`src/rtl/core/min_turn_grid_path_assert.svh`:
```
// Assertion macros shared by the minimum-bend grid path search RTL.
// Each macro expects clk and rst_n to be visible where it is used.
`ifndef MIN_TURN_GRID_PATH_ASSERT_SVH
`define MIN_TURN_GRID_PATH_ASSERT_SVH

// Same-cycle implication, disabled during reset.
`define MTGP_ASSERT_IMP(lbl, ante, cons, msg) \
    lbl: assert property (@(posedge clk) disable iff (!rst_n) (ante) |-> (cons)) \
        else $error(msg);

// Next-cycle implication, disabled during reset.
`define MTGP_ASSERT_NEXT(lbl, ante, cons, msg) \
    lbl: assert property (@(posedge clk) disable iff (!rst_n) (ante) |=> (cons)) \
        else $error(msg);

`endif

```
`src/rtl/core/mtgp_pkg.sv`:
```
// Package for the minimum-bend grid path search: sizes, codes and shared types.
// No dependencies; every module of the block imports it.
package mtgp_pkg;

    localparam int MaxCols   = 128;
    localparam int MaxRows   = 128;
    localparam int ColBits   = $clog2(MaxCols);
    localparam int RowBits   = $clog2(MaxRows);
    localparam int CellBits  = RowBits + ColBits;
    localparam int QueueBits = CellBits + 2;
    localparam int PtrBits   = QueueBits + 1;
    localparam int LevelBits = 14;
    localparam int CfgBits   = 8;
    localparam int AddrBits  = 3;
    localparam int FifoDepth = 4;
    localparam int FifoBits  = $clog2(FifoDepth);

    localparam logic [LevelBits-1:0] LevelMax = {LevelBits{1'b1}};

    localparam logic [1:0] KIND_OPEN     = 2'd0;
    localparam logic [1:0] KIND_WALL     = 2'd1;
    localparam logic [1:0] KIND_ENDPOINT = 2'd2;
    localparam logic [1:0] KIND_UNUSED   = 2'd3;

    localparam logic [1:0] STATUS_OK          = 2'd0;
    localparam logic [1:0] STATUS_UNREACHABLE = 2'd1;
    localparam logic [1:0] STATUS_NO_ENDS     = 2'd2;

    localparam logic [1:0] DIR_UP    = 2'd0;
    localparam logic [1:0] DIR_RIGHT = 2'd1;
    localparam logic [1:0] DIR_DOWN  = 2'd2;
    localparam logic [1:0] DIR_LEFT  = 2'd3;

    localparam logic [AddrBits-1:0] ADDR_WIDTH  = 3'd0;
    localparam logic [AddrBits-1:0] ADDR_HEIGHT = 3'd4;

    typedef struct packed {
        logic [CellBits-1:0] cell_idx;
        logic                wall;
        logic                endpoint;
        logic                last;
    } item_t;

    typedef struct packed {
        logic [CfgBits-1:0] width;
        logic [CfgBits-1:0] height;
    } grid_cfg_t;

    typedef enum logic [3:0] {
        ST_IDLE,
        ST_CHECK,
        ST_CLEAR,
        ST_SEED,
        ST_SCAN,
        ST_S_POP,
        ST_S_NB,
        ST_TURN,
        ST_T_POP,
        ST_T_RD,
        ST_T_PUSH2,
        ST_EMIT
    } state_t;

endpackage

```
`src/rtl/core/mtgp_front.sv`:
```
// Front end: takes input beats, classifies each cell and queues it for the search engine.
// Depends on mtgp_pkg.
module mtgp_front
    import mtgp_pkg::*;
(
    input  logic                clk,
    input  logic                rst_n,
    input  logic                in_valid,
    output logic                in_ready,
    input  logic [RowBits-1:0]  row,
    input  logic [ColBits-1:0]  col,
    input  logic [1:0]          cell_kind,
    input  logic                last,
    output logic                item_valid,
    input  logic                item_ready,
    output item_t               item
);

    item_t               fifo_mem [FifoDepth];
    logic [FifoBits-1:0] wr_ptr_reg, wr_ptr_next;
    logic [FifoBits-1:0] rd_ptr_reg, rd_ptr_next;
    logic [FifoBits:0]   count_reg, count_next;
    logic                push, pop;
    item_t               new_item;

    assign in_ready   = (count_reg != (FifoBits+1)'(FifoDepth));
    assign item_valid = (count_reg != '0);
    assign item       = fifo_mem[rd_ptr_reg];
    assign push       = in_valid && in_ready;
    assign pop        = item_valid && item_ready;

    // The row lands in the upper bits of the cell index since MaxCols is a power of two.
    always_comb
    begin
        new_item.cell_idx = {row, col};
        new_item.wall     = (cell_kind == KIND_WALL);
        new_item.endpoint = (cell_kind == KIND_ENDPOINT);
        new_item.last     = last;
    end

    always_comb
    begin
        wr_ptr_next = push ? wr_ptr_reg + 1'b1 : wr_ptr_reg;
        rd_ptr_next = pop ? rd_ptr_reg + 1'b1 : rd_ptr_reg;
        count_next  = count_reg + (FifoBits+1)'(push) - (FifoBits+1)'(pop);
    end

    always_ff @(posedge clk)
    begin
        if (push)
        begin
            fifo_mem[wr_ptr_reg] <= new_item;
        end
    end

    always_ff @(posedge clk or negedge rst_n)
    begin
        if (!rst_n)
        begin
            wr_ptr_reg <= '0;
            rd_ptr_reg <= '0;
            count_reg  <= '0;
        end
        else
        begin
            wr_ptr_reg <= wr_ptr_next;
            rd_ptr_reg <= rd_ptr_next;
            count_reg  <= count_next;
        end
    end

endmodule

```
`config.mk`:
```
export PLATFORM = sky130hd
export DESIGN_NAME = mtgp_front
export DESIGN_NICKNAME = d
export VERILOG_FILES = /design/src/rtl/core/min_turn_grid_path_assert.svh /design/src/rtl/core/mtgp_pkg.sv /design/src/rtl/core/mtgp_front.sv
export SDC_FILE = /design/constraint.sdc
export NUM_CORES = 1
export LEC_CHECK = 0
export ABC_AREA = 1
export BUFFER_PORTS_ARGS = -buffer_cell sky130_fd_sc_hd__buf_2
export CAP_MARGIN = 20
export CORE_AREA = 4 4 78 80
export DETAILED_ROUTE_END_ITERATION = 16
export DIE_AREA = 0 0 82 84
export PLACE_DENSITY = 0.89
export SETUP_SLACK_MARGIN = 0.5
export SLEW_MARGIN = 40
export SYNTH_ARGS = -nofsm -noshare
export SYNTH_HDL_FRONTEND = slang
export SYNTH_SLANG_ARGS = --single-unit
```
`constraint.sdc`:
```
create_clock -name clk -period 3.5 [get_ports clk]
set_input_delay 0.525 -clock clk [delete_from_list [all_inputs] [get_ports clk]]
set_output_delay 0.525 -clock clk [all_outputs]
set_load 0.1 [all_outputs]
```
==> out/results.tsv <==
stage	metric	value	unit
run_status	outcome	finished, final reports clean	
timing	timing.final.max_slew_violations	0	
die	floorplan_row_count	27	
timing	final-hold-violation-count	0	
drt	dr_drc_count	0	
logic_synthesis	synth-xor-area-share	0.00555	
logic_synthesis	syn_nets	303	
layout	design.final.nets	346	
drt	drt_iter0_markers	135	
placement	placed_area	0.00339	sq mm
layout	fill_count	413	
drt	detail_route.wirelength	5950	um
logic_synthesis	mean_syn_cell_area	11.5	sq um
logic_synthesis	synth_mux_area_frac	0	
global_route	grt_first_pass_wirelength	9360	um
clock_network	cts_root_buffer	sky130_fd_sc_hd__clkbuf_8	
die	dieHeight	84	um
timing	relative_max_transition_margin	0.607	
logic_synthesis	dominant_combinational_cell_family_by_area_after_synthesis	simple AND/OR/NAND/NOR gates	
global_route	first_global_vias	1971	
timing	clock.fmax	0.388	GHz
drt	detail_route.vias_per_cell	5.04	
clock_network	cts.reportedPaths.clkPinSlew	80	ps
hold_path	worst_hold_path_type	input pin to flop	
layout	drive_gt1_frac	0.189	
layout	finish.cell_count_without_fillers	395	
logic_synthesis	yosys_register_bits	75	
placement	gpl.final_weighted_congestion	0.728	
logic_synthesis	yosysWarningCount	0	
logic_synthesis	synth.yosys.seq_area_share	0.702	
placement	port_buffers	39	
clock_network	cts.sink_count	75	
layout	number_of_flip_flops_in_the_largest_register	68	
logic_synthesis	yosys.area_share.adder	0.0301	
layout	diodes	0	
die	num_io_pins	40	
timing	sum_of_negative_setup_slack	0	ps
logic_synthesis	synth_area	0.00316	sq mm
worst_setup_path	crit_arrival	2060	ps
layout	layout.cells.most_common_list	sky130_fd_sc_hd__edfxtp_1 (68), sky130_fd_sc_hd__nand2_1 (67), sky130_fd_sc_hd__buf_2 (39), sky130_fd_sc_hd__nor2_1 (37), sky130_fd_sc_hd__inv_1 (32)	
clock_network	cts-htree-levels	3	
placement	dp_hpwl	3700	um
placement	place.detailed.instances	378	
global_route	number_of_antenna_violations_at_the_first_check_in_global_routing	0	
worst_setup_path	critPathMaxFanout	28	
timing	grt_setup_unrepaired	false	
flow_run	max_cap_viols	0	
drt	dr_total_vias	1992	
timing	worstMarginPinSlew	588	ps
clock_network	insertion_delay	350	ps
die	die-area	0.00689	sq mm
die	design.core.area	0.00541	sq mm
drt	wl_per_cell	15.1	um
worst_setup_path	crit_path_end_kind	output port	
global_route	grt.overflow.total	0	
global_route	grt_start_max_net_pins	36	
logic_synthesis	syn_inst	275	
layout	final_common_cell	sky130_fd_sc_hd__edfxtp_1	
layout	post_layout_inst_area	0.00359	sq mm
worst_setup_path	required	2970	ps
worst_setup_path	critPathLaunchType	flop	
layout	area_grow_syn2layout	13.7	%
clock_network	cts_tree	done	
global_route	grt_usage	0.190	
clock_network	cts_buffers	9	
die	chipWidth	82	um
drt	first_pass_iters	4	
die	starting_density_of_the_core	0.584	
timing	finalWorstPathRequiredPeriod	2580	ps
worst_setup_path	setup.reg_to_reg.worst_slack	1380	ps
worst_setup_path	critPathKind	flop to output port	
logic_synthesis	synth-simple-area-share	0.138	
logic_synthesis	netlist-cell-type-count	16	
timing	setup_viol	0	
timing	final_clock_period_utilization_by_the_worst_path	0.737	
timing	final_skew	6.34	ps
drt	final_antenna_net_count	0	
logic_synthesis	synth_compound_area_frac	0.0539	
clock_network	cts_buffer_depth	2	
clock_network	ctsResizeCount	0	
timing	fin_worst_hold_slack	384	ps
-- cell families after synthesis --
family | after synthesis
buffers and inverters | 44
and+or+nand+nor | 113
AOI/OAI and AO/OA | 34
DFF | 75
adders and majority gates | 7
xor gates and xnor gates | 2
-- Yosys cell counts, drive strengths merged --
cell type,count,area (sq um)
edfxtp,68,2040
nand2,68,263
nor2,41,154
inv,34,128
o21ai,34,170
buf,10,93.8
dfrtp,7,175
ha,6,75.1
nand3,4,20.0
fa,1,20.0
xnor2,1,8.76
xor2,1,8.76
-- layer usage --
metal	global-route usage	part of all wire	wire (um)	vias to the layer above
met4	0.107	0.020	120	0
met2	0.314	0.54	3190	54
met1	0.215	0.39	2320	944
li1	-	-	-	982
met5	0	0	0	-
met3	0.0562	0.053	318	12
-- worst paths after layout --
kind	from	end	cells after the start
min in group asynchronous	rst_n	rd_ptr_reg[1]	2
min	col[1]	fifo_mem[1][4]	1
min reg2reg	rd_ptr_reg[1]	rd_ptr_reg[1]	2
max	rd_ptr_reg[0]	item[11]	6
max reg2reg	count_reg[1]	count_reg[1]	9
max in group asynchronous	rst_n	rd_ptr_reg[0]	2
-- through the flow --
stage	utilization	worst slack, ps
final	0.664	919
after global placement	0.624	1120
after detailed placement	0.628	1070
after global routing	0.664	761
after CTS	0.664	651
after floorplan	-	951
-- area by class of cell --
cell class	instances	area, sq um	share of cell area
tap	72	90.1	0.0251
multi-input combinational	156	749	0.209
clock inverter	6	56.3	0.0157
timing repair buffer	42	220	0.0613
inverter	34	128	0.0356
sequential	75	2220	0.618
clock buffer	10	128	0.0356
-- worst max-delay path, stage by stage (launching register included) --
cell and delay (ps):
sky130_fd_sc_hd__dfrtp_2 630, sky130_fd_sc_hd__buf_4 280, sky130_fd_sc_hd__nand2_1 90, sky130_fd_sc_hd__o21ai_0 90, sky130_fd_sc_hd__nand2_1 90, sky130_fd_sc_hd__nand2_1 90, sky130_fd_sc_hd__buf_2 420
-- timing repair --
item                       4_1_cts  5_1_grt
hold buffers                     1        0
buffers inserted                 0        0
hold endpoints to repair         6        0
setup endpoints to repair        0        0
Power is not shown: default switching activity piles up to over one toggle a cycle in this logic, so the estimate is an artifact.
